[config.mk]
export PLATFORM = sky130hd
export DESIGN_NAME = clook_request_scheduler_top
export DESIGN_NICKNAME = d
export VERILOG_FILES = /design/src/sv/clook_pkg.sv /design/src/sv/clook_ctrl.sv /design/src/sv/clook_dp.sv /design/src/sv/clook_request_scheduler_top.sv
export SDC_FILE = /design/constraint.sdc
export NUM_CORES = 1
export LEC_CHECK = 0
export BUFFER_PORTS_ARGS = -buffer_cell sky130_fd_sc_hd__buf_2
export CAP_MARGIN = 15
export CORE_MARGIN = 1
export CORE_UTILIZATION = 59
export CTS_CLUSTER_DIAMETER = 60
export CTS_CLUSTER_SIZE = 28
export DETAILED_ROUTE_END_ITERATION = 6
export PLACE_DENSITY = 0.76
export SETUP_SLACK_MARGIN = 0.02
export SYNTH_ARGS = -nofsm -noshare
export SYNTH_HDL_FRONTEND = slang
export SYNTH_SLANG_ARGS = --single-unit
[constraint.sdc]
create_clock -name i_clk -period 10.3 [get_ports i_clk]
set_input_delay 3.09 -clock i_clk [delete_from_list [all_inputs] [get_ports i_clk]]
set_output_delay 3.09 -clock i_clk [all_outputs]
set_load 0.01 [all_outputs]
[src/sv/clook_pkg.sv]
// ----------------------------------------------------------------------------
// clook_pkg
// shared codes and the command/status bundles between controller and datapath
// ----------------------------------------------------------------------------
package clook_pkg;

    // widths fixed by the item fields
    localparam int POS_PORT_W = 48;
    localparam int POS_WIDE_W = 64;

    // item kind codes
    localparam logic KIND_ADD      = 1'b0;
    localparam logic KIND_DISPATCH = 1'b1;

    // result status codes
    localparam logic [1:0] ST_ADDED  = 2'd0;
    localparam logic [1:0] ST_FULL   = 2'd1;
    localparam logic [1:0] ST_SERVED = 2'd2;
    localparam logic [1:0] ST_EMPTY  = 2'd3;

    typedef struct packed {
        logic load;    // capture the item and reset the scan
        logic issue;   // read the slot at the scan index and step on
        logic commit;  // apply the outcome and present the result
    } t_dp_cmd;

    typedef struct packed {
        logic last_issue;  // scan index is on the final slot
    } t_dp_sts;

endpackage

[src/sv/clook_ctrl.sv]
// ----------------------------------------------------------------------------
// clook_ctrl
// sequencer: accept, slot scan, pipeline drain, commit
// ----------------------------------------------------------------------------
module clook_ctrl import clook_pkg::*; (
    input  logic    i_clk,
    input  logic    i_rst_n,
    input  logic    start,
    input  t_dp_sts i_sts,
    output t_dp_cmd o_cmd,
    output logic    busy
);

    localparam logic [1:0] S_IDLE  = 2'd0;
    localparam logic [1:0] S_SCAN  = 2'd1;
    localparam logic [1:0] S_DRAIN = 2'd2;
    localparam logic [1:0] S_DONE  = 2'd3;

    logic [1:0] r_state;
    logic [1:0] n_state;

    always_ff @(posedge i_clk) begin
        if (!i_rst_n) begin
            r_state <= S_IDLE;
        end else begin
            r_state <= n_state;
        end
    end

    always_comb begin
        n_state      = r_state;
        o_cmd.load   = 1'b0;
        o_cmd.issue  = 1'b0;
        o_cmd.commit = 1'b0;
        unique case (r_state)
            S_IDLE: begin
                if (start) begin
                    o_cmd.load = 1'b1;
                    n_state    = S_SCAN;
                end
            end
            S_SCAN: begin
                o_cmd.issue = 1'b1;
                if (i_sts.last_issue) begin
                    n_state = S_DRAIN;
                end
            end
            // last slot read lands in the compare stage here
            S_DRAIN: begin
                n_state = S_DONE;
            end
            S_DONE: begin
                o_cmd.commit = 1'b1;
                n_state      = S_IDLE;
            end
            default: begin
                n_state = S_IDLE;
            end
        endcase
    end

    assign busy = (r_state != S_IDLE);

endmodule

[src/sv/clook_dp.sv]
// ----------------------------------------------------------------------------
// clook_dp
// slot store, head register, one-slot-per-cycle scan and result register
// ----------------------------------------------------------------------------
module clook_dp import clook_pkg::*; #(
    parameter int QUEUE_DEPTH   = 16,
    parameter int POSITION_BITS = 48
) (
    input  logic                  i_clk,
    input  logic                  i_rst_n,
    input  t_dp_cmd               i_cmd,
    output t_dp_sts               o_sts,
    input  logic                  i_kind,
    input  logic [POS_PORT_W-1:0] i_position,
    input  logic                  i_is_write,
    output logic                  o_done,
    output logic [1:0]            o_status,
    output logic [POS_PORT_W-1:0] o_served_position,
    output logic                  o_served_write
);

    localparam int IDX_W = $clog2(QUEUE_DEPTH);
    localparam int PW    = POSITION_BITS;

    // slot store: {write flag, position}
    logic [PW:0] mem_slot [QUEUE_DEPTH];

    logic [QUEUE_DEPTH-1:0] r_used;
    logic [PW-1:0]          r_head;

    // captured item
    logic          r_kind;
    logic [PW-1:0] r_pos;
    logic          r_wr;

    // scan read stage
    logic [IDX_W-1:0] r_idx;
    logic             r_rd_vld;
    logic [PW:0]      r_rd_data;
    logic             r_rd_used;
    logic [IDX_W-1:0] r_rd_idx;

    // running picks
    logic             r_abv_found;
    logic [PW-1:0]    r_abv_pos;
    logic             r_abv_wr;
    logic [IDX_W-1:0] r_abv_idx;
    logic             r_low_found;
    logic [PW-1:0]    r_low_pos;
    logic             r_low_wr;
    logic [IDX_W-1:0] r_low_idx;
    logic             r_free_found;
    logic [IDX_W-1:0] r_free_idx;

    // result register
    logic                  r_out_vld;
    logic [1:0]            r_status;
    logic [POS_PORT_W-1:0] r_out_pos;
    logic                  r_out_wr;

    logic [POS_WIDE_W-1:0] w_in_ext;
    logic [PW-1:0]         w_rd_pos;
    logic                  w_rd_wr;
    logic                  w_pick_above;
    logic                  w_pick_low;
    logic [IDX_W-1:0]      w_pick_idx;
    logic [PW-1:0]         w_pick_pos;
    logic                  w_pick_wr;
    logic [POS_WIDE_W-1:0] w_pick_ext;

    assign w_in_ext = POS_WIDE_W'(i_position);
    assign w_rd_pos = r_rd_data[PW-1:0];
    assign w_rd_wr  = r_rd_data[PW];

    // c-look: nearest strictly above the head, lowest slot wins ties
    assign w_pick_above = r_rd_used && (w_rd_pos > r_head) &&
                          (!r_abv_found || (w_rd_pos < r_abv_pos));
    assign w_pick_low   = r_rd_used && (!r_low_found || (w_rd_pos < r_low_pos));

    assign w_pick_idx = r_abv_found ? r_abv_idx : r_low_idx;
    assign w_pick_pos = r_abv_found ? r_abv_pos : r_low_pos;
    assign w_pick_wr  = r_abv_found ? r_abv_wr  : r_low_wr;
    assign w_pick_ext = POS_WIDE_W'(w_pick_pos);

    assign o_sts.last_issue = (r_idx == IDX_W'(QUEUE_DEPTH - 1));

    always_ff @(posedge i_clk) begin
        if (i_cmd.issue) begin
            r_rd_data <= mem_slot[r_idx];
        end
        if (i_cmd.commit && (r_kind == KIND_ADD) && r_free_found) begin
            mem_slot[r_free_idx] <= {r_wr, r_pos};
        end
    end

    always_ff @(posedge i_clk) begin
        if (i_cmd.load) begin
            r_kind <= i_kind;
            r_pos  <= w_in_ext[PW-1:0];
            r_wr   <= i_is_write;
        end
        if (i_cmd.issue) begin
            r_rd_used <= r_used[r_idx];
            r_rd_idx  <= r_idx;
        end
        if (r_rd_vld && (r_kind == KIND_DISPATCH)) begin
            if (w_pick_above) begin
                r_abv_pos <= w_rd_pos;
                r_abv_wr  <= w_rd_wr;
                r_abv_idx <= r_rd_idx;
            end
            if (w_pick_low) begin
                r_low_pos <= w_rd_pos;
                r_low_wr  <= w_rd_wr;
                r_low_idx <= r_rd_idx;
            end
        end
        if (r_rd_vld && (r_kind == KIND_ADD) && !r_rd_used && !r_free_found) begin
            r_free_idx <= r_rd_idx;
        end
        if (i_cmd.commit) begin
            r_out_pos <= '0;
            r_out_wr  <= 1'b0;
            if (r_kind == KIND_ADD) begin
                r_status <= r_free_found ? ST_ADDED : ST_FULL;
            end else if (r_low_found) begin
                r_status  <= ST_SERVED;
                r_out_pos <= w_pick_ext[POS_PORT_W-1:0];
                r_out_wr  <= w_pick_wr;
            end else begin
                r_status <= ST_EMPTY;
            end
        end
    end

    always_ff @(posedge i_clk) begin
        if (!i_rst_n) begin
            r_used       <= '0;
            r_head       <= '0;
            r_idx        <= '0;
            r_rd_vld     <= 1'b0;
            r_abv_found  <= 1'b0;
            r_low_found  <= 1'b0;
            r_free_found <= 1'b0;
            r_out_vld    <= 1'b0;
        end else begin
            r_rd_vld  <= i_cmd.issue;
            r_out_vld <= i_cmd.commit;
            if (i_cmd.load) begin
                r_idx        <= '0;
                r_abv_found  <= 1'b0;
                r_low_found  <= 1'b0;
                r_free_found <= 1'b0;
            end else if (i_cmd.issue) begin
                r_idx <= r_idx + 1'b1;
            end
            if (r_rd_vld && (r_kind == KIND_DISPATCH)) begin
                if (w_pick_above) begin
                    r_abv_found <= 1'b1;
                end
                if (w_pick_low) begin
                    r_low_found <= 1'b1;
                end
            end
            if (r_rd_vld && (r_kind == KIND_ADD) && !r_rd_used) begin
                r_free_found <= 1'b1;
            end
            if (i_cmd.commit) begin
                if (r_kind == KIND_ADD) begin
                    if (r_free_found) begin
                        r_used[r_free_idx] <= 1'b1;
                    end
                end else if (r_low_found) begin
                    r_used[w_pick_idx] <= 1'b0;
                    r_head             <= w_pick_pos;
                end
            end
        end
    end

    assign o_done            = r_out_vld;
    assign o_status          = r_status;
    assign o_served_position = r_out_pos;
    assign o_served_write    = r_out_wr;

endmodule

[src/sv/clook_request_scheduler_top.sv]
// ----------------------------------------------------------------------------
// clook_request_scheduler_top
// c-look request queue: add requests, dispatch them in c-look order
// ----------------------------------------------------------------------------
// usage
//   command channel: an item is taken on a rising edge with start high and
//   busy low. i_kind selects add (store i_position / i_is_write in the
//   lowest free slot) or dispatch (remove the pending request nearest above
//   the last dispatched position, wrapping to the lowest one).
//   result channel: exactly one result per item, shown for one cycle with
//   o_done high; o_status gives added, full, dispatched or empty.
//   the result is on the ports in a cycle in which busy is already low, so
//   the next item can be taken then; no new item is taken before the result
//   of the last one. the slot scan reads one slot of the single-port slot
//   store per cycle, followed by a read stage, a compare drain and commit.
//   reset (i_rst_n low, synchronous) empties the queue and sets the last
//   dispatched position to zero; no clearing pass is needed.
//   the receiver cannot stall: each result must be taken in its cycle.
// ----------------------------------------------------------------------------
module clook_request_scheduler_top import clook_pkg::*; #(
    parameter int QUEUE_DEPTH   = 16,
    parameter int POSITION_BITS = 48
) (
    input  logic                  i_clk,
    input  logic                  i_rst_n,
    input  logic                  start,
    input  logic                  i_kind,
    input  logic [POS_PORT_W-1:0] i_position,
    input  logic                  i_is_write,
    output logic                  busy,
    output logic                  o_done,
    output logic [1:0]            o_status,
    output logic [POS_PORT_W-1:0] o_served_position,
    output logic                  o_served_write
);

    t_dp_cmd w_cmd;
    t_dp_sts w_sts;

    clook_ctrl u_ctrl (
        .i_clk   (i_clk),
        .i_rst_n (i_rst_n),
        .start   (start),
        .i_sts   (w_sts),
        .o_cmd   (w_cmd),
        .busy    (busy)
    );

    clook_dp #(
        .QUEUE_DEPTH   (QUEUE_DEPTH),
        .POSITION_BITS (POSITION_BITS)
    ) u_dp (
        .i_clk             (i_clk),
        .i_rst_n           (i_rst_n),
        .i_cmd             (w_cmd),
        .o_sts             (w_sts),
        .i_kind            (i_kind),
        .i_position        (i_position),
        .i_is_write        (i_is_write),
        .o_done            (o_done),
        .o_status          (o_status),
        .o_served_position (o_served_position),
        .o_served_write    (o_served_write)
    );

endmodule

---- Word level (Yosys, flattened, before mapping) ----
Memory sizes are Yosys's and may differ from the RTL's. A register that Yosys moved wholly into a read port is not among the register bits.
Cells that the tools add are included.
word-level totals
  bits in registers ....................... 291
  memory bits (writable) .................. 784
  output and inout bits ................... 53
  logic and storage cells ................. 106
  memories kept ........................... 1
operators by class
  $add $sub $neg .......................... 1
  magnitude comparators ................... 8
  equality and inequality tests ........... 7
  muxes and demuxes ....................... 32
  bitwise logic cells ..................... 5
  reductions and logical operators ........ 28
memory list
  name           words  bits a word  read ports  clocked after memory_dff  wr ports  RTL line        source
  u_dp.mem_slot  16     49           1           1                         1         clook_dp.sv:26  logic [PW:0] mem_slot [QUEUE_DEPTH];
operators with widths
  kind                                                               number
  < comparator 48 bit                                                2
  greater-than comparator 48 bit                                     1
  two-way mux 16 bit                                                 3
  two-way mux 48 bit                                                 1
  two-way mux 1 bit                                                  20
  AND 16 bit                                                         1
  NOT 16 bit                                                         1
  bitwise OR 16 bit                                                  1
  < comparator 4 x 5 -> 1 bit, second input constant                 3
  logical AND 1 bit                                                  11
  demux 1 bit (select 4 bit)                                         2
  greater-or-equal comparator 4 x 1 -> 1 bit, second input constant  2
  case mux 2 bit (4 select lines)                                    1
  AND reduction 2 bit                                                4
  two-way mux 2 bit                                                  3
  AND reduction 3 bit                                                2
  nonzero test 2 bit                                                 3
  adder 4 x 1 -> 4 bit, second input constant                        1
  binary-select mux 1 bit (select 4 bit)                             1
  equality test 2 bit, second input constant                         2
  equality test 4 bit, second input constant                         1
  zero test 1 bit                                                    4
  two-way mux 4 bit                                                  1
  != test 2 bit, second input constant                               2
  other kinds (6)                                                    8

---- Depth between registers and ports, before layout ----
  depth after elaboration ................. 9
  mapped depth ............................ 9
  mapped depth without buffers ............ 9

---- Modules after synthesis ----
A second synthesis with hierarchy kept.
second synthesis, totals
  cells, all modules ...................... 2272
  area total of the unflattened synthesis .. 44737.9 um2
modules (own cells, without submodules)
  module      instances  cells an instance  area each (um2)  seq. area each (um2)
  clook_dp    1          2253               44564.0          32961.6
  clook_ctrl  1          19                 173.9            40.0

---- Worst setup path after synthesis ----
OpenSTA, ideal clock, no wires.
  kind .................................... reg2reg
  from .................................... register u_ctrl.r_state[0]
  to ...................................... memory u_dp.mem_slot[0][0] (netlist bit) (enable)
  data arrival time ....................... 5.951 ns
  required time ........................... 9.781 ns
  path slack .............................. 3.831 ns
  stages on the path, launching flop included .. 5
  clock period less this slack ............ 6.469 ns
  cells stage by stage .................... dfxtp_1 -> ha_1 -> nand2_1 -> or3_1 -> nor3_1
RTL lines
  item                    RTL line          source
  start, declared         clook_ctrl.sv:19  logic [1:0] r_state;
  start signal, assigned  clook_ctrl.sv:26  r_state <= n_state;
  end, declared           clook_dp.sv:26

---- Worst setup path in the final report ----
  from .................................... register u_ctrl.r_state[0]
  to ...................................... output port busy
on the way
  cells in the longest elaborated chain, start to end .. 1
ends and longest elaborated chain
  item                RTL line                           source
  nonzero test 2 bit  clook_ctrl.sv:62                   assign busy = (r_state != S_IDLE);
  end, declared       clook_request_scheduler_top.sv:30  output logic busy,
No other way between the ends.

==> metrics.yaml <==
status: "completed"
area_growth_syn_to_layout_pct: 8.476
hold_class: "register to register"
p_per_area_nw_per_um2: 206.5
clock_sinks: 1124
finalSetupViolations: 0
ir_worst_vdd_mv: 0.1431
async_flop_share: 0
drtAntennaViolNets: 0
cts_tree: "built"
cp-start-kind: "register"
first_pass_iters: 5
start_util: 0.5982
overflow: 0
grt_pass1_vias: 22178
p_leak_uw: 0.01548
clock_power_share: 0.276
cts.clk_slew.worst_paths_ps: 100
ff2ff_path_depth: 4
antenna_found_initial: 2
die_y_microns: 277.0
layout_commonest_cell: "edfxtp_1"
cts_root_buffer: "clkbuf_16"
swShare: 0.2659
timing.final.crit_period_ps: 4814
die_w_microns: 277.0
max_freq_mhz: 207.7
yosys_warnings: 0
h-tree-depth: 2
intPower_uw: 7337
hold_viol: 0
yosysSeqAreaShare: 0.7398
clkLatencyLatePin_ps: 680
mostFrequentLayoutCells: "edfxtp_1 (1,049), mux4_2 (250), inv_1 (148), ha_1 (146), nor2_1 (135)"
dpl.hpwl_microns: 51330
core_sq_um: 74570
cts_resized: 0
cp.required_ps: 7210
synthDistinctLibCells: 57
rsz0062_at_grt: "false"
syn_avg_cell_area_sq_um: 19.46
drt_wl_total_microns: 95180
place_inst: 3310
gp_congestion: 0.8780
fin_setup_tns_ps: 0
row_count: 100
syn-num-nets: 2493
critPathKind: "register to output pin"
stdcell_count: 3414
synthCells: 2292
avgViaCountPerCell: 6.412
slew_headroom: 0.2505
grt_max_degree: 124
diodes: 0
die_area_sq_um: 76720
syn-cell-area_sq_um: 44610
drc: 0
drive_above_1_share: 0.2160
fin_total_pwr_uw: 9994
cp-end-kind: "output pin"
fin_skew_ps: 45.98
yosys_register_bits: 1124
postCtsHoldBufs: 0
fillerInstances: 4775
synth_edf_count: 1049
drtIter0Drc: 2360
synth-main-ff-cell: "edfxtp_1"
vias: 21892
cts_max_path_buffers: 3
wl_per_cell_microns: 27.88
drv_cap: 0
grt_usage: 0.2505
rrSetupSlack_ps: 6270
post_cts_buffers: 0
worstPathArrival_ps: 1720
critical_path.max_fanout: 4
tightest_slew_ps: 1124
numPortBuffers: 105
slew_viol_final: 0
seqPwrFrac: 0.581
grt_pass1_wl_microns: 140700
power.switching_uw: 2657
cts_buffers: 59
final_nets: 2603
ios: 106
pwr-share-comb: 0.143
finalCritPeriodShare: 0.4674
min_delay_path_depth: 0
[area by class of cell]
class / count / area [sq um] / share of cell area
tap: 969 / 1212 / 0.02505
clock buffer: 64 / 1516 / 0.03134
multi-input combinational: 930 / 10760 / 0.2224
inverter: 150 / 563.0 / 0.01163
timing repair buffer: 137 / 778.2 / 0.01608
clock inverter: 40 / 543.0 / 0.01122
sequential: 1124 / 33020 / 0.6823
[sequential cells by signal, indices dropped and copies added (netlist names), 16 cells and up]
signal and flops:
u_dp.r_head 48, u_dp.r_used 16, u_dp.r_low_pos 48, u_dp.mem_slot 784, u_dp.r_rd_data 49, u_dp.r_abv_pos 48, u_dp.r_pos 48, u_dp.o_served_position 48
[power groups by stage]
| stage | logic (uW) | registers [uW] | clock network, uW |
|---|---|---|---|
| after floorplan | 1110 | 5740 | 0 |
| after global placement | 1390 | 5880 | 0 |
| after detailed placement | 1430 | 5910 | 0 |
| after CTS | 1450 | 5810 | 2790 |
| after global routing | 1560 | 5850 | 2940 |
| final | 1430 | 5810 | 2760 |
[worst max-delay path, cell delays in order (launching register included)]
cell and delay, ps:
dfxtp_1 450, inv_1 120, ha_1 230, inv_1 100
buf_2 140
[cell usage after synthesis, types with 3 or more instances]
cell | instances | share of area
edfxtp_1 | 1049 | 0.71
mux4_2 | 250 | 0.13
inv_1 | 150 | 0.013
ha_1 | 148 | 0.042
nor2_1 | 148 | 0.012
dfxtp_1 | 75 | 0.034
a21oi_1 | 55 | 0.0062
a211oi_1 | 54 | 0.0091
clkbuf_1 | 52 | 0.0044
mux2i_1 | 52 | 0.012
nand2_1 | 52 | 0.0044
o21ai_0 | 27 | 0.0030
nand4_1 | 22 | 0.0031
a21o_1 | 16 | 0.0027
buf_4 | 16 | 0.0027
nand3_1 | 13 | 0.0015
o22ai_1 | 12 | 0.0017
buf_2 | 9 | 0.0010
and4_1 | 6 | 0.0012
buf_1 | 6 | 0.00050
nand2b_1 | 6 | 0.00084
nor2b_1 | 6 | 0.00084
nor3_1 | 6 | 0.00067
a221oi_1 | 5 | 0.00098
o21ai_1 | 5 | 0.00056
and2_1 | 4 | 0.00056
buf_6 | 4 | 0.0010
mux2_2 | 4 | 0.0010
a31oi_1 | 3 | 0.00042
[per-stage QoR]
step	hold slack, ps	utilization	instance area, sq um	setup slack (ps)
finish	484.6	0.6489	48390	5486
global route	507.3	0.6489	48390	5389
CTS	482.0	0.6489	48390	5450
detailed placement	460.5	0.6213	46330	5643
global placement	462.0	0.6213	46330	5651
floorplan	402.9	-	44610	3831
[final timing paths]
path                                       start                            to
setup / recovery  u_ctrl.r_state[0]$_SDFFE_PN0P_                          busy
hold reg to reg       u_dp.r_rd_idx[3]$_DFFE_PP_  u_dp.r_free_idx[3]$_DFFE_PP_
setup reg to reg      u_dp.r_idx[0]$_SDFFE_PP0P_  u_dp.r_rd_data[19]$_DFFE_PP_
hold / removal        u_dp.r_rd_idx[3]$_DFFE_PP_  u_dp.r_free_idx[3]$_DFFE_PP_
[cells by family (layout without fill, tap and decap cells)]
group / after synthesis / count (layout) / synth area share
AO/OA/AOI/OAI: 197 / 197 / 0.02922
XOR/XNOR: 3 / 3 / 0.0005891
adder cells (fa/ha/maj): 148 / 148 / 0.04151
buffers and inverters: 238 / 391 / 0.02232
flip-flops: 1124 / 1124 / 0.7398
multiplexers: 306 / 306 / 0.1389
AND/OR/NAND/NOR: 276 / 276 / 0.02771
[metal layers]
metal  up-vias  routed length (microns)  global-route usage
li1       9388                        -                   -
met1     11290                    38070              0.3470
met2      1045                    47230              0.4206
met3       169                     7227             0.03535
met4         0                     2648             0.07179
met5         -                        0                   0
(Power assumes the default switching activity.)
